===== config.mk =====
export PLATFORM = sky130hd
export DESIGN_NAME = dr_bdr_election
export DESIGN_NICKNAME = d
export VERILOG_FILES = /design/src/sv/drbdr_pkg.sv /design/src/sv/dr_bdr_election.sv /design/src/sv/drbdr_ram.sv /design/src/sv/drbdr_regs.sv /design/src/sv/drbdr_ctrl.sv /design/src/sv/drbdr_dp.sv
export SDC_FILE = /design/constraint.sdc
export NUM_CORES = 2
export LEC_CHECK = 0
export BUFFER_PORTS_ARGS = -buffer_cell sky130_fd_sc_hd__buf_2
export CAP_MARGIN = 20
export CORE_MARGIN = 10
export CORE_UTILIZATION = 30
export DETAILED_ROUTE_END_ITERATION = 16
export SYNTH_ARGS = -nofsm -noshare
export SYNTH_HDL_FRONTEND = slang
export SYNTH_SLANG_ARGS = --single-unit
export TNS_END_PERCENT = 20

===== constraint.sdc =====
create_clock -name clk_i -period 7.25 [get_ports clk_i]
set_clock_uncertainty 0.1 [all_clocks]
set_input_delay 0.725 -clock clk_i [delete_from_list [all_inputs] [get_ports clk_i]]
set_output_delay 0.725 -clock clk_i [all_outputs]
set_load 0.05 [all_outputs]

===== src/sv/drbdr_pkg.sv =====
// ----------------------------------------------------------------------------
// drbdr_pkg
// shared widths, codes and controller/datapath interface types for the
// designated router election block
// ----------------------------------------------------------------------------
package drbdr_pkg;

  // neighbor table
  localparam int NUM_SLOTS = 16;
  localparam int IDX_W     = $clog2(NUM_SLOTS);
  localparam int SLOT_W    = 4;

  // field widths
  localparam int ADDR_W = 32;
  localparam int ID_W   = 32;
  localparam int PRI_W  = 8;
  localparam int KIND_W = 2;
  localparam int ROLE_W = 2;

  // packed neighbor flags: present, two-way, declares dr, declares bdr, priority
  localparam int FLAG_W      = 4 + PRI_W;
  localparam int FL_PRESENT  = 0;
  localparam int FL_TWOWAY   = 1;
  localparam int FL_DR       = 2;
  localparam int FL_BDR      = 3;
  localparam int FL_PRI_LSB  = 4;

  // item kinds
  localparam logic [KIND_W-1:0] KIND_WRITE = 2'd0;
  localparam logic [KIND_W-1:0] KIND_ELECT = 2'd1;
  localparam logic [KIND_W-1:0] KIND_CLEAR = 2'd2;

  // own role codes
  localparam logic [ROLE_W-1:0] ROLE_OTHER  = 2'd0;
  localparam logic [ROLE_W-1:0] ROLE_BACKUP = 2'd1;
  localparam logic [ROLE_W-1:0] ROLE_DR     = 2'd2;

  // configuration port
  localparam int APB_ADDR_W = 4;
  localparam int APB_DATA_W = 32;
  localparam logic [1:0] REG_OWN_ADDRESS   = 2'd0;
  localparam logic [1:0] REG_OWN_ROUTER_ID = 2'd1;
  localparam logic [1:0] REG_OWN_PRIORITY  = 2'd2;

  // controller to datapath commands
  typedef struct packed {
    logic write_slot;    // store the accepted item into its table slot
    logic clear_dr_bdr;  // forget dr and bdr
    logic capture_prev;  // remember dr and bdr at election start
    logic init_bdr;      // seed the bdr candidate
    logic init_dr;       // seed the dr candidate
    logic scan_start;    // start a table scan
    logic scan_dr;       // scan mode: 1 dr, 0 bdr
    logic dr_fallback;   // empty dr takes the bdr
    logic load_result;   // load the output register
  } drbdr_cmd_t;

  // datapath to controller status
  typedef struct packed {
    logic scan_busy;     // scan still issuing or processing entries
    logic again;         // own standing changed, second pass wanted
  } drbdr_sts_t;

endpackage


===== src/sv/dr_bdr_election.sv =====
// ----------------------------------------------------------------------------
// dr_bdr_election
// designated router / backup designated router election engine
// ----------------------------------------------------------------------------
// The block keeps a 16-slot neighbor table and the current DR and BDR
// addresses. Three item kinds come in on one valid/ready channel: a write
// item stores one neighbor slot and finishes in the cycle it is accepted;
// a clear item forgets DR and BDR, also in the cycle it is accepted; an
// elect item runs the election and produces exactly one result item. An
// election pass picks the BDR among eligible routers that do not declare
// DR (BDR declarers first, then priority, then router id, later slots
// winning ties), then the DR among DR declarers, with the new BDR standing
// in for an empty DR. When this router's own DR or BDR standing moved, one
// more pass runs. Each pass holds two scans (a seeding step, 16 table
// entries issued one per cycle to the registered-read id/address ram, one
// compare stage behind the read and a step to see the scan finish), plus
// fallback and decision steps. The result is loaded after the last pass;
// the input is ready again in the cycle after the load. The result sits in
// an output register so writes and clears can be taken while it waits; a
// following elect item is accepted and runs, but its result is held in the
// last step, with the input held off, until the previous result has been
// taken. Kind 3 is accepted and ignored. The own address, router id and
// priority live in APB registers at byte addresses 0, 4 and 8; they should
// only be written while no election is in flight.
// ----------------------------------------------------------------------------
module dr_bdr_election
  import drbdr_pkg::*;
(
  input  logic                  clk_i,
  input  logic                  rst_ni,

  // configuration port
  input  logic                  psel,
  input  logic                  penable,
  input  logic                  pwrite,
  input  logic [APB_ADDR_W-1:0] paddr,
  input  logic [APB_DATA_W-1:0] pwdata,
  output logic [APB_DATA_W-1:0] prdata,
  output logic                  pready,

  // item input
  input  logic                  in_valid_i,
  output logic                  in_ready_o,
  input  logic [KIND_W-1:0]     kind_i,
  input  logic [SLOT_W-1:0]     slot_i,
  input  logic                  entry_present_i,
  input  logic                  two_way_reached_i,
  input  logic [PRI_W-1:0]      neighbor_priority_i,
  input  logic [ID_W-1:0]       neighbor_id_i,
  input  logic [ADDR_W-1:0]     neighbor_address_i,
  input  logic                  declares_dr_i,
  input  logic                  declares_bdr_i,

  // result output
  output logic                  out_valid_o,
  input  logic                  out_ready_i,
  output logic [ADDR_W-1:0]     dr_address_o,
  output logic [ADDR_W-1:0]     bdr_address_o,
  output logic [ROLE_W-1:0]     own_role_o,
  output logic                  dr_changed_o,
  output logic                  dr_is_neighbor_o,
  output logic [SLOT_W-1:0]     dr_slot_o
);

  // own router settings from the register file
  logic [ADDR_W-1:0] own_address;
  logic [ID_W-1:0]   own_router_id;
  logic [PRI_W-1:0]  own_priority;

  // sequencer <-> datapath
  drbdr_cmd_t cmd;
  drbdr_sts_t sts;

  drbdr_regs u_regs (
    .clk_i           (clk_i),
    .rst_ni          (rst_ni),
    .psel            (psel),
    .penable         (penable),
    .pwrite          (pwrite),
    .paddr           (paddr),
    .pwdata          (pwdata),
    .prdata          (prdata),
    .pready          (pready),
    .own_address_o   (own_address),
    .own_router_id_o (own_router_id),
    .own_priority_o  (own_priority)
  );

  // intake, scan ordering, pass count and result handshake
  drbdr_ctrl u_ctrl (
    .clk_i       (clk_i),
    .rst_ni      (rst_ni),
    .in_valid_i  (in_valid_i),
    .in_ready_o  (in_ready_o),
    .kind_i      (kind_i),
    .out_valid_o (out_valid_o),
    .out_ready_i (out_ready_i),
    .cmd_o       (cmd),
    .sts_i       (sts)
  );

  // neighbor table, candidate compare and result register
  drbdr_dp u_dp (
    .clk_i               (clk_i),
    .rst_ni              (rst_ni),
    .cmd_i               (cmd),
    .sts_o               (sts),
    .own_address_i       (own_address),
    .own_router_id_i     (own_router_id),
    .own_priority_i      (own_priority),
    .slot_i              (slot_i),
    .entry_present_i     (entry_present_i),
    .two_way_reached_i   (two_way_reached_i),
    .neighbor_priority_i (neighbor_priority_i),
    .neighbor_id_i       (neighbor_id_i),
    .neighbor_address_i  (neighbor_address_i),
    .declares_dr_i       (declares_dr_i),
    .declares_bdr_i      (declares_bdr_i),
    .dr_address_o        (dr_address_o),
    .bdr_address_o       (bdr_address_o),
    .own_role_o          (own_role_o),
    .dr_changed_o        (dr_changed_o),
    .dr_is_neighbor_o    (dr_is_neighbor_o),
    .dr_slot_o           (dr_slot_o)
  );

endmodule


===== src/sv/drbdr_ram.sv =====
// ----------------------------------------------------------------------------
// drbdr_ram
// generic simple dual-port ram, one write port and one registered read port
// ----------------------------------------------------------------------------
module drbdr_ram #(
  parameter int WIDTH = 64,
  parameter int DEPTH = 16
) (
  input  logic                     clk_i,
  input  logic                     we_i,
  input  logic [$clog2(DEPTH)-1:0] waddr_i,
  input  logic [WIDTH-1:0]         wdata_i,
  input  logic [$clog2(DEPTH)-1:0] raddr_i,
  output logic [WIDTH-1:0]         rdata_o
);

  logic [WIDTH-1:0] mem_q [DEPTH];
  logic [WIDTH-1:0] rdata_q;

  always_ff @(posedge clk_i) begin
    if (we_i) begin
      mem_q[waddr_i] <= wdata_i;
    end
    rdata_q <= mem_q[raddr_i];
  end

  assign rdata_o = rdata_q;

endmodule


===== src/sv/drbdr_regs.sv =====
// ----------------------------------------------------------------------------
// drbdr_regs
// apb configuration registers: own address, own router id, own priority
// ----------------------------------------------------------------------------
module drbdr_regs
  import drbdr_pkg::*;
(
  input  logic                  clk_i,
  input  logic                  rst_ni,
  input  logic                  psel,
  input  logic                  penable,
  input  logic                  pwrite,
  input  logic [APB_ADDR_W-1:0] paddr,
  input  logic [APB_DATA_W-1:0] pwdata,
  output logic [APB_DATA_W-1:0] prdata,
  output logic                  pready,
  output logic [ADDR_W-1:0]     own_address_o,
  output logic [ID_W-1:0]       own_router_id_o,
  output logic [PRI_W-1:0]      own_priority_o
);

  logic [ADDR_W-1:0] own_address_q;
  logic [ID_W-1:0]   own_router_id_q;
  logic [PRI_W-1:0]  own_priority_q;
  logic [1:0]        reg_idx;
  logic              wr_en;

  assign pready  = 1'b1;
  assign reg_idx = paddr[3:2];
  assign wr_en   = psel && penable && pwrite;

  always_ff @(posedge clk_i or negedge rst_ni) begin
    if (!rst_ni) begin
      own_address_q   <= ADDR_W'(1);
      own_router_id_q <= '0;
      own_priority_q  <= PRI_W'(1);
    end else if (wr_en) begin
      unique case (reg_idx)
        REG_OWN_ADDRESS:   own_address_q   <= pwdata[ADDR_W-1:0];
        REG_OWN_ROUTER_ID: own_router_id_q <= pwdata[ID_W-1:0];
        REG_OWN_PRIORITY:  own_priority_q  <= pwdata[PRI_W-1:0];
        default: ;
      endcase
    end
  end

  always_comb begin
    unique case (reg_idx)
      REG_OWN_ADDRESS:   prdata = APB_DATA_W'(own_address_q);
      REG_OWN_ROUTER_ID: prdata = APB_DATA_W'(own_router_id_q);
      REG_OWN_PRIORITY:  prdata = APB_DATA_W'(own_priority_q);
      default:           prdata = '0;
    endcase
  end

  assign own_address_o   = own_address_q;
  assign own_router_id_o = own_router_id_q;
  assign own_priority_o  = own_priority_q;

endmodule


===== src/sv/drbdr_ctrl.sv =====
// ----------------------------------------------------------------------------
// drbdr_ctrl
// election sequencer: item intake, scan ordering, pass count, result handoff
// ----------------------------------------------------------------------------
module drbdr_ctrl
  import drbdr_pkg::*;
(
  input  logic              clk_i,
  input  logic              rst_ni,
  input  logic              in_valid_i,
  output logic              in_ready_o,
  input  logic [KIND_W-1:0] kind_i,
  output logic              out_valid_o,
  input  logic              out_ready_i,
  output drbdr_cmd_t        cmd_o,
  input  drbdr_sts_t        sts_i
);

  typedef enum logic [2:0] {
    ST_IDLE,
    ST_BDR_INIT,
    ST_BDR_SCAN,
    ST_DR_INIT,
    ST_DR_SCAN,
    ST_FALLBACK,
    ST_DECIDE,
    ST_DONE
  } state_e;

  state_e state_q;
  logic   pass_q;
  logic   out_valid_q;
  logic   accept;

  assign in_ready_o  = (state_q == ST_IDLE);
  assign accept      = in_valid_i && in_ready_o;
  assign out_valid_o = out_valid_q;

  always_comb begin
    cmd_o              = '0;
    cmd_o.write_slot   = accept && (kind_i == KIND_WRITE);
    cmd_o.clear_dr_bdr = accept && (kind_i == KIND_CLEAR);
    cmd_o.capture_prev = accept && (kind_i == KIND_ELECT);
    cmd_o.init_bdr     = (state_q == ST_BDR_INIT);
    cmd_o.init_dr      = (state_q == ST_DR_INIT);
    cmd_o.scan_start   = cmd_o.init_bdr || cmd_o.init_dr;
    cmd_o.scan_dr      = cmd_o.init_dr;
    cmd_o.dr_fallback  = (state_q == ST_FALLBACK);
    cmd_o.load_result  = (state_q == ST_DONE) && (!out_valid_q || out_ready_i);
  end

  always_ff @(posedge clk_i or negedge rst_ni) begin
    if (!rst_ni) begin
      state_q     <= ST_IDLE;
      pass_q      <= 1'b0;
      out_valid_q <= 1'b0;
    end else begin
      if (cmd_o.load_result) begin
        out_valid_q <= 1'b1;
      end else if (out_ready_i) begin
        out_valid_q <= 1'b0;
      end

      unique case (state_q)
        ST_IDLE: begin
          if (cmd_o.capture_prev) begin
            pass_q  <= 1'b0;
            state_q <= ST_BDR_INIT;
          end
        end
        ST_BDR_INIT: state_q <= ST_BDR_SCAN;
        ST_BDR_SCAN: begin
          if (!sts_i.scan_busy) begin
            state_q <= ST_DR_INIT;
          end
        end
        ST_DR_INIT: state_q <= ST_DR_SCAN;
        ST_DR_SCAN: begin
          if (!sts_i.scan_busy) begin
            state_q <= ST_FALLBACK;
          end
        end
        ST_FALLBACK: state_q <= ST_DECIDE;
        ST_DECIDE: begin
          if (sts_i.again && !pass_q) begin
            pass_q  <= 1'b1;
            state_q <= ST_BDR_INIT;
          end else begin
            state_q <= ST_DONE;
          end
        end
        ST_DONE: begin
          if (cmd_o.load_result) begin
            state_q <= ST_IDLE;
          end
        end
        default: state_q <= ST_IDLE;
      endcase
    end
  end

endmodule


===== src/sv/drbdr_dp.sv =====
// ----------------------------------------------------------------------------
// drbdr_dp
// election datapath: neighbor table, candidate registers, scan pipeline,
// pass decision and result register
// ----------------------------------------------------------------------------
module drbdr_dp
  import drbdr_pkg::*;
(
  input  logic              clk_i,
  input  logic              rst_ni,
  input  drbdr_cmd_t        cmd_i,
  output drbdr_sts_t        sts_o,
  input  logic [ADDR_W-1:0] own_address_i,
  input  logic [ID_W-1:0]   own_router_id_i,
  input  logic [PRI_W-1:0]  own_priority_i,
  input  logic [SLOT_W-1:0] slot_i,
  input  logic              entry_present_i,
  input  logic              two_way_reached_i,
  input  logic [PRI_W-1:0]  neighbor_priority_i,
  input  logic [ID_W-1:0]   neighbor_id_i,
  input  logic [ADDR_W-1:0] neighbor_address_i,
  input  logic              declares_dr_i,
  input  logic              declares_bdr_i,
  output logic [ADDR_W-1:0] dr_address_o,
  output logic [ADDR_W-1:0] bdr_address_o,
  output logic [ROLE_W-1:0] own_role_o,
  output logic              dr_changed_o,
  output logic              dr_is_neighbor_o,
  output logic [SLOT_W-1:0] dr_slot_o
);

  // neighbor table: flags in flops (reset clears), id and address in ram
  logic [FLAG_W-1:0]      flags_q [NUM_SLOTS];
  logic                   slot_ok;
  logic [IDX_W-1:0]       wr_idx;
  logic [ID_W+ADDR_W-1:0] ram_rdata;

  // scan pipeline
  logic             scan_act_q;
  logic [IDX_W-1:0] scan_cnt_q;
  logic             scan_dr_q;
  logic             stage_vld_q;
  logic [IDX_W-1:0] stage_idx_q;

  // election state
  logic [ADDR_W-1:0] cur_dr_q, cur_bdr_q;
  logic [ADDR_W-1:0] prev_dr_q, old_bdr_q;
  logic [PRI_W-1:0]  cpri_q;
  logic [ID_W-1:0]   cid_q;
  logic              declared_q;
  logic              bdr_found_q;
  logic [IDX_W-1:0]  bdr_idx_q;
  logic              dr_nb_q;
  logic [IDX_W-1:0]  dr_idx_q;

  // result register
  logic [ADDR_W-1:0] res_dr_q, res_bdr_q;
  logic [ROLE_W-1:0] res_role_q;
  logic              res_changed_q;
  logic              res_nb_q;
  logic [SLOT_W-1:0] res_slot_q;

  // per-entry evaluation
  logic [FLAG_W-1:0] ent_flags;
  logic [PRI_W-1:0]  ent_pri;
  logic [ID_W-1:0]   ent_id;
  logic [ADDR_W-1:0] ent_addr;
  logic              ent_elig;
  logic              ent_ge;
  logic              take_bdr;
  logic              take_dr;

  // pass decision compares
  logic dr_eq_own, bdr_eq_own, prev_dr_eq_own, old_bdr_eq_own;
  logic dr_moved, bdr_moved, own_pri_nz;

  assign slot_ok = (int'(slot_i) < NUM_SLOTS);
  assign wr_idx  = IDX_W'(slot_i);

  drbdr_ram #(
    .WIDTH (ID_W + ADDR_W),
    .DEPTH (NUM_SLOTS)
  ) u_id_addr_ram (
    .clk_i   (clk_i),
    .we_i    (cmd_i.write_slot && slot_ok),
    .waddr_i (wr_idx),
    .wdata_i ({neighbor_id_i, neighbor_address_i}),
    .raddr_i (scan_cnt_q),
    .rdata_o (ram_rdata)
  );

  always_ff @(posedge clk_i or negedge rst_ni) begin
    if (!rst_ni) begin
      for (int i = 0; i < NUM_SLOTS; i++) begin
        flags_q[i] <= '0;
      end
    end else if (cmd_i.write_slot && slot_ok) begin
      flags_q[wr_idx] <= {neighbor_priority_i, declares_bdr_i, declares_dr_i,
                          two_way_reached_i, entry_present_i};
    end
  end

  // entry under evaluation, ram data lines up with the staged index
  assign ent_flags = flags_q[stage_idx_q];
  assign ent_pri   = ent_flags[FL_PRI_LSB +: PRI_W];
  assign ent_id    = ram_rdata[ADDR_W +: ID_W];
  assign ent_addr  = ram_rdata[ADDR_W-1:0];
  assign ent_elig  = ent_flags[FL_PRESENT] && ent_flags[FL_TWOWAY] && (ent_pri != '0);
  assign ent_ge    = {ent_pri, ent_id} >= {cpri_q, cid_q};

  always_comb begin
    take_bdr = 1'b0;
    take_dr  = 1'b0;
    if (stage_vld_q && ent_elig) begin
      if (scan_dr_q) begin
        take_dr = ent_flags[FL_DR] && ent_ge;
      end else if (!ent_flags[FL_DR]) begin
        // a bdr declarer beats any non-declarer; otherwise priority then id
        if (declared_q) begin
          take_bdr = ent_flags[FL_BDR] && ent_ge;
        end else begin
          take_bdr = ent_flags[FL_BDR] || ent_ge;
        end
      end
    end
  end

  assign own_pri_nz      = (own_priority_i != '0);
  assign dr_eq_own       = (cur_dr_q == own_address_i);
  assign bdr_eq_own      = (cur_bdr_q == own_address_i);
  assign prev_dr_eq_own  = (prev_dr_q == own_address_i);
  assign old_bdr_eq_own  = (old_bdr_q == own_address_i);
  assign dr_moved        = (cur_dr_q != prev_dr_q);
  assign bdr_moved       = (cur_bdr_q != old_bdr_q);

  assign sts_o.scan_busy = scan_act_q || stage_vld_q;
  assign sts_o.again     = (dr_moved && (dr_eq_own || prev_dr_eq_own)) ||
                           (bdr_moved && (bdr_eq_own || old_bdr_eq_own));

  // scan address generation and pipeline control
  always_ff @(posedge clk_i or negedge rst_ni) begin
    if (!rst_ni) begin
      scan_act_q  <= 1'b0;
      scan_cnt_q  <= '0;
      stage_vld_q <= 1'b0;
    end else begin
      stage_vld_q <= scan_act_q;
      if (cmd_i.scan_start) begin
        scan_act_q <= 1'b1;
        scan_cnt_q <= '0;
      end else if (scan_act_q) begin
        scan_act_q <= (scan_cnt_q != IDX_W'(NUM_SLOTS - 1));
        scan_cnt_q <= scan_cnt_q + 1'b1;
      end
    end
  end

  always_ff @(posedge clk_i) begin
    stage_idx_q <= scan_cnt_q;
    if (cmd_i.scan_start) begin
      scan_dr_q <= cmd_i.scan_dr;
    end
  end

  // current dr and bdr survive between items
  always_ff @(posedge clk_i or negedge rst_ni) begin
    if (!rst_ni) begin
      cur_dr_q  <= '0;
      cur_bdr_q <= '0;
    end else if (cmd_i.clear_dr_bdr) begin
      cur_dr_q  <= '0;
      cur_bdr_q <= '0;
    end else if (cmd_i.init_bdr) begin
      cur_bdr_q <= (!dr_eq_own && own_pri_nz) ? own_address_i : '0;
    end else if (cmd_i.init_dr) begin
      if (!(dr_eq_own && own_pri_nz)) begin
        cur_dr_q <= '0;
      end
    end else if (take_bdr) begin
      cur_bdr_q <= ent_addr;
    end else if (take_dr) begin
      cur_dr_q <= ent_addr;
    end else if (cmd_i.dr_fallback && (cur_dr_q == '0)) begin
      cur_dr_q <= cur_bdr_q;
    end
  end

  // candidate and bookkeeping registers
  always_ff @(posedge clk_i) begin
    if (cmd_i.capture_prev) begin
      prev_dr_q <= cur_dr_q;
      old_bdr_q <= cur_bdr_q;
    end

    if (cmd_i.init_bdr) begin
      bdr_found_q <= 1'b0;
      bdr_idx_q   <= '0;
      if (!dr_eq_own && own_pri_nz) begin
        declared_q <= bdr_eq_own;
        cpri_q     <= own_priority_i;
        cid_q      <= own_router_id_i;
      end else begin
        declared_q <= 1'b0;
        cpri_q     <= '0;
        cid_q      <= '0;
      end
    end else if (cmd_i.init_dr) begin
      dr_nb_q  <= 1'b0;
      dr_idx_q <= '0;
      if (dr_eq_own && own_pri_nz) begin
        cpri_q <= own_priority_i;
        cid_q  <= own_router_id_i;
      end else begin
        cpri_q <= '0;
        cid_q  <= '0;
      end
    end else if (take_bdr) begin
      bdr_found_q <= 1'b1;
      bdr_idx_q   <= stage_idx_q;
      declared_q  <= ent_flags[FL_BDR];
      cpri_q      <= ent_pri;
      cid_q       <= ent_id;
    end else if (take_dr) begin
      dr_nb_q  <= 1'b1;
      dr_idx_q <= stage_idx_q;
      cpri_q   <= ent_pri;
      cid_q    <= ent_id;
    end else if (cmd_i.dr_fallback && (cur_dr_q == '0)) begin
      dr_nb_q  <= bdr_found_q;
      dr_idx_q <= bdr_idx_q;
    end

    if (cmd_i.load_result) begin
      res_dr_q      <= cur_dr_q;
      res_bdr_q     <= cur_bdr_q;
      res_changed_q <= dr_moved;
      res_nb_q      <= dr_nb_q;
      res_slot_q    <= dr_nb_q ? SLOT_W'(dr_idx_q) : '0;
      if (dr_eq_own) begin
        res_role_q <= ROLE_DR;
      end else if (bdr_eq_own) begin
        res_role_q <= ROLE_BACKUP;
      end else begin
        res_role_q <= ROLE_OTHER;
      end
    end
  end

  assign dr_address_o     = res_dr_q;
  assign bdr_address_o    = res_bdr_q;
  assign own_role_o       = res_role_q;
  assign dr_changed_o     = res_changed_q;
  assign dr_is_neighbor_o = res_nb_q;
  assign dr_slot_o        = res_slot_q;

endmodule


* After elaboration in Yosys (flattened, before gate mapping)
Memory sizes are Yosys's and may differ from the RTL's. A register that Yosys moved wholly into a read port is not among the register bits. Cells that the tools add are included.
Operators by class: add/sub/neg operators 1, $lt $le $gt $ge 4, equality and inequality tests 29, mux-type cells 65, bitwise operators 4, reductions and logical operators 53
Operators by type and width (number):
- two-way mux 32 bit | 18
- bitwise mux 192 bit | 1
- equality test 32 bit | 4
- one-hot mux 32 bit (3 select lines) | 1
- inequality test 32 bit | 2
- binary-select mux 12 bit (select 4 bit) | 1
- demux 12 bit (select 4 bit) | 1
- two-way mux 8 bit | 6
- >= comparator 40 bit | 1
- two-way mux 12 bit | 3
- logical NOT 32 bit | 1
- one-hot mux 3 bit (8 select lines) | 1
- two-way mux 1 bit | 22
- two-way mux 4 bit | 5
- logical AND 1 bit | 19
- nonzero test 8 bit | 2
- two-way mux 3 bit | 5
- equality test 3 bit, second input constant | 4
- AND reduction 2 bit | 6
- >= comparator 5 bit, second input constant | 2
- inequality test 2 bit, second input constant | 5
- NOT 4 -> 5 bit | 2
- AND reduction 4 bit | 2
- nonzero test 2 bit | 4
- 19 further kinds | 38
Storage, ports and cells: register bits after elaboration 531, memory bits (writable) 1024, input port bits 125, output and inout bits 107, memories kept 1
Memories:
- u_dp.u_id_addr_ram.mem_q | depth 16, width 64, read ports 1, clocked after Yosys merged registers in 1, wr ports 1, line drbdr_ram.sv:17 | logic [WIDTH-1:0] mem_q [DEPTH];

* Depth between registers and ports, before layout
depth in word-level cells 14, mapped depth 17, gate-level depth less buffers 13

* Modules after synthesis
A second synthesis with hierarchy kept.
Unflattened totals: cells, all modules 3500, area, all modules 65038.6 sq um
By module, submodules not included:
- drbdr_ram | times used 1, cells each 1647, area each 39581.7 sq um, sequential area each 32030.7 sq um
- drbdr_dp | times used 1, cells each 1576, area each 21742.1 sq um, sequential area each 12231.7 sq um
- drbdr_regs | times used 1, cells each 239, area each 3363.2 sq um, sequential area each 1804.2 sq um
- drbdr_ctrl | times used 1, cells each 38, area each 351.6 sq um, sequential area each 125.1 sq um

* Worst setup path before layout
OpenSTA, ideal clock, no wires.
path type reg2reg, start point register u_ctrl.state_q[2], end point register u_dp.old_bdr_q[0], enable pin, setup time 0.583 ns, arrival time 6.850 ns, slack -0.284 ns, stages on the path, launching flop included 5, path buffers 1, period minus slack after synthesis 7.534 ns, path through dfrtp_1 > clkbuf_1 > nor3_1 > nand2_1 > nor3b_1
RTL lines:
- start, declared | line drbdr_ctrl.sv:30 | state_e state_q;
- start signal, assigned | line drbdr_ctrl.sv:54 | state_q <= ST_IDLE;
- start signal, assigned | line drbdr_ctrl.sv:68 | state_q <= ST_BDR_INIT;
- start signal, assigned | line drbdr_ctrl.sv:71 | ST_BDR_INIT: state_q <= ST_BDR_SCAN;
- end signal, assigned | line drbdr_dp.sv:192 | old_bdr_q <= cur_bdr_q;
- end, declared | line drbdr_dp.sv:47 | logic [ADDR_W-1:0] prev_dr_q, old_bdr_q;

* Worst setup path in the final report
start point register u_dp.stage_idx_q[0], end point register u_dp.cid_q[16], enable pin
On the way: cells in the longest elaborated chain, start to end 11, elaborated cells between the ends (all ways) 19, classes of those cells order compare: 1; mux: 9; bitwise: 1; reduce/logical: 8
RTL lines:
- start, declared | line drbdr_dp.sv:43 | logic [IDX_W-1:0] stage_idx_q;
- start signal, assigned | line drbdr_dp.sv:159 | stage_idx_q <= scan_cnt_q;
- NOT 4 -> 5 bit (not written as such) * | line drbdr_dp.sv:104 | assign ent_flags = flags_q[stage_idx_q];
- binary-select mux 12 bit (select 4 bit) * | line drbdr_dp.sv:104
- two-way mux 12 bit (not written as such) * (2 in series) | line drbdr_dp.sv:104
- >= comparator 40 bit | line drbdr_dp.sv:109 | assign ent_ge = {ent_pri, ent_id} >= {cpri_q, cid_q};
- logical OR 1 bit / logical AND 1 bit (equally long branches) | line drbdr_dp.sv:122, drbdr_dp.sv:120
- two-way mux 1 bit | line drbdr_dp.sv:119 | if (declared_q) begin
- two-way mux 1 bit | line drbdr_dp.sv:117 | end else if (!ent_flags[FL_DR]) begin
- two-way mux 1 bit | line drbdr_dp.sv:115 | if (scan_dr_q) begin
- two-way mux 1 bit | line drbdr_dp.sv:114 | if (stage_vld_q && ent_elig) begin
- nonzero test 4 bit (no source line) *
- end signal, assigned | line drbdr_dp.sv:201 | cid_q <= own_router_id_i;
- end signal, assigned | line drbdr_dp.sv:212 | cid_q <= own_router_id_i;
- end signal, assigned | line drbdr_dp.sv:222 | cid_q <= ent_id;
- end, declared | line drbdr_dp.sv:49 | logic [ID_W-1:0] cid_q;
Every way passes the cells marked *; elsewhere a longest branch is shown, timed or not. The select of a mux whose other input is x is not followed. A chain may end at the register's enable or synchronous reset.

==> impl_metrics.json <==
{
  "drc": 0,
  "cts_hold_bufs": 1,
  "worst-path-max-fanout": 19,
  "avgSynthCellArea_um2": 17.51,
  "synth.lib_cells_used.distinct": 59,
  "cap_viol_max_count": 0,
  "critical_path_arrival_ps": 6070,
  "detail_route.wirelength_um": 187200,
  "crit_chain": "buf_4 > mux4_2 > a22oi_1 > nand3_1 > ha_1 > nand4_1 > nor4_1 > o311ai_0 > o211a_1 > nor3_2 > or3_2 > buf_4",
  "max_flop_register": "u_dp.u_id_addr_ram.mem_q",
  "drive_above_1_share": 0.2675,
  "clockRootBuffer": "clkbuf_16",
  "total_clock_buffers_created_by_cts": 167,
  "grt_start_max_net_pins": 148,
  "max-clock-path-buffers": 3,
  "setup-tns-final_ps": 0,
  "num_clock_sinks": 1619,
  "sequentialPowerShare": 0.449,
  "max_clock_freq_mhz": 175.1,
  "final_core_util": 0.3501,
  "cell_internal_pwr_uw": 18950,
  "post-dp-hpwl_um": 115900,
  "max_stage_delay_ps": 810,
  "synth_seq_area_share": 0.7112,
  "power.combinational.fraction": 0.237,
  "gpl.final_weighted_congestion": 0.8588,
  "worst-endpoint-required_ps": 7610,
  "finalHoldViolCount": 0,
  "async_flop_share": 0.2094,
  "crit_path_frequent_cell": "buf_4",
  "switching_power_uw": 8712,
  "first_pass_grt_wire_length_um": 265100,
  "route.vias.total": 34860,
  "globalRouteOverflowTotal": 0,
  "holdCritPathClass": "input port to flip-flop",
  "worst_pin_slew_ps": 1171,
  "drt_first_pass_iters": 7,
  "htreeDepth": 4,
  "endpoint_kind": "flip-flop",
  "worst_skew_pair.late_latency_ps": 820,
  "fillerInstances": 20140,
  "setup-violations-final": 0,
  "area_of_the_multi_input_gates_mm2": 0.01776,
  "cp_slowest_cell": "dfxtp_2",
  "power.static_leakage_uw": 0.02677,
  "port_buffers": 228,
  "synthesis.area_mm2": 0.06495,
  "seq_area_mm2": 0.04621,
  "cts.clk_slew.worst_paths_ps": 60,
  "grt_pass1_vias": 35080,
  "design.die.area_mm2": 0.2355,
  "rsz0062_at_grt": "false",
  "synth.ff_latch_count": 1619,
  "drt_iter0_drc": 4075,
  "clkPwrFrac": 0.314,
  "p_sw_frac": 0.3149,
  "syn_nets": 3875,
  "postSynth.topFlopCell": "edfxtp_1",
  "pin_count": 232,
  "die_w_um": 485.3,
  "path_buf_inv": 2,
  "post_cts_resize_count": 0,
  "p_per_area_mw_per_mm2": 367.5,
  "core_area_mm2": 0.2150,
  "vias_per_cell": 5.009,
  "antenna_violating_nets_post_route": 0,
  "critPathTopFamily": "simple AND/OR/NAND/NOR gates",
  "setup.worst_path.start_class": "flip-flop",
  "post_synth_inst_count": 3709,
  "grt.total_usage": 0.1549,
  "cts_tree": "done",
  "yosys_warnings": 0,
  "timing_worst_setup_path_type": "flip-flop to flip-flop",
  "initial_core_util": 0.3020,
  "route.detailed.wl_per_inst_um": 26.91,
  "floorplan.die.height_um": 485.3,
  "timing.slew.headroom": 0.2109,
  "largest_reg_flops": 1024,
  "final.period_utilization": 0.7878,
  "drv_slew": 0,
  "grt_antenna_before_repair": 57,
  "finalNetCount": 4124,
  "status": "finished clean",
  "rows": 170,
  "finalCriticalPeriod_ps": 5711,
  "synth_enable_flop_cells": 1207,
  "ir_drop_mv": 0.3114,
  "area_delta_synth_final_pct": 15.90,
  "post_cts.repair.setup_buffers": 0
}
[Yosys cell counts, types with 3 or more instances]
library cell	instances	area share
clkbuf_1	169	0.0098
nor3_1	13	0.0010
a21oi_1	24	0.0018
and2_1	9	0.00087
buf_6	4	0.00069
nand3_1	20	0.0015
dfxtp_1	73	0.023
and3_1	3	0.00029
a21o_1	3	0.00035
o211ai_1	4	0.00046
nor3b_1	3	0.00035
mux4_2	360	0.12
nor4_1	33	0.0032
a211oi_1	22	0.0025
or4_1	5	0.00058
xnor2_1	129	0.017
buf_2	11	0.00085
dfrtp_1	337	0.13
o2bb2ai_1	15	0.0020
buf_1	30	0.0017
nand2b_1	5	0.00048
o2111ai_1	4	0.00054
o21ai_0	19	0.0015
mux2i_1	74	0.011
nor2b_1	12	0.0012
nand2_1	559	0.032
edfxtp_1	1207	0.56
a22oi_1	48	0.0055
o22ai_1	3	0.00029
mux2_2	153	0.027
nand4_1	47	0.0045
xor2_1	67	0.0090
ha_1	41	0.0079
inv_1	58	0.0034
a22o_1	40	0.0054
nor2_1	74	0.0043
buf_4	4	0.00046
[path summary, 6_finish.rpt]
check,depth (start not counted),startpoint,slack [ps],end
min in group asynchronous,2,rst_ni,520,u_dp.flags_q[100]$_DFFE_PN0P_
hold / removal,2,pwdata[28],60,u_regs.own_address_o[28]$_DFFE_PN0P_
max in group asynchronous,3,rst_ni,5030,u_dp.scan_cnt_q[1]$_DFFE_PN0P_
setup reg to reg,12,u_dp.stage_idx_q[0]$_DFF_P_,1540,u_dp.cid_q[16]$_DFFE_PP_
setup / recovery,12,u_dp.stage_idx_q[0]$_DFF_P_,1540,u_dp.cid_q[16]$_DFFE_PP_
hold reg to reg,2,u_dp.bdr_found_q$_SDFFE_PP0P_,350,u_dp.bdr_found_q$_SDFFE_PP0P_
[layout make-up]
class | instances | area share
Multi-Input combinational cell | 1813 | 0.2359
Antenna cell | 19 | 0.0006316
Inverter | 59 | 0.003341
Tap cell | 2838 | 0.04717
Clock inverter | 81 | 0.01260
Sequential cell | 1619 | 0.6139
Clock buffer | 231 | 0.06155
Timing Repair Buffer | 298 | 0.02497
[power groups by stage]
| stage | clock (µW) | sequential, µW | combinational (µW) |
|---|---|---|---|
| CTS | 8860 | 12400 | 6640 |
| detailed placement | 0 | 12600 | 6620 |
| floorplan | 0 | 11800 | 4710 |
| global route | 9240 | 12500 | 7010 |
| finish | 8680 | 12400 | 6550 |
| global placement | 0 | 12600 | 6570 |
[metrics by stage]
step,hold WS [ps],setup slack [ps],instance area (µm²),power [µW],std cells
2_1_floorplan,245.4,1775,64960,16550,3709
3_3_place_gp,337.9,1672,69640,19140,6626
3_5_place_dp,346.7,1639,69640,19210,6626
4_1_cts,1.849,1557,75230,27900,6939
5_1_grt,25.38,1228,75250,28760,6947
6_report,58.39,1539,75280,27660,6958
[placed cells by master (no fill, tap or decap), drive strengths merged, types with 40 or more instances in the layout]
cell type / n
a22o: 40
dfxtp: 73
xnor2: 129
buf: 297
inv: 64
nor2: 74
mux4: 360
clkinv: 61
mux2: 153
xor2: 67
a22oi: 48
dfrtp: 337
mux2i: 74
nand2: 559
nand4: 47
clkbuf: 231
edfxtp: 1207
ha: 41
[per-layer routing]
layer  up-vias  wire [µm]  global-route usage
met5         -        251                   0
met4        36       8150             0.06778
met3       321      15920             0.04059
met2      1363      85930              0.2375
met1     18340      76990              0.2072
li1      14800          -                   -
[cells by family (layout without fill, tap and decap cells)]
kind of cell | after synthesis | count (layout) | synth area share
flip-flops | 1619 | 1619 | 0.7112
AO/OA/AOI/OAI | 198 | 198 | 0.02314
other | 1 | 20 | 0.00005774
adder cells (fa/ha/maj) | 42 | 42 | 0.008052
multiplexers | 587 | 587 | 0.1628
XOR/XNOR | 196 | 196 | 0.02643
AND/OR/NAND/NOR | 789 | 789 | 0.05147
buffers and inverters | 277 | 669 | 0.01691
No activity file was read; power rests on OpenSTA's default activity.
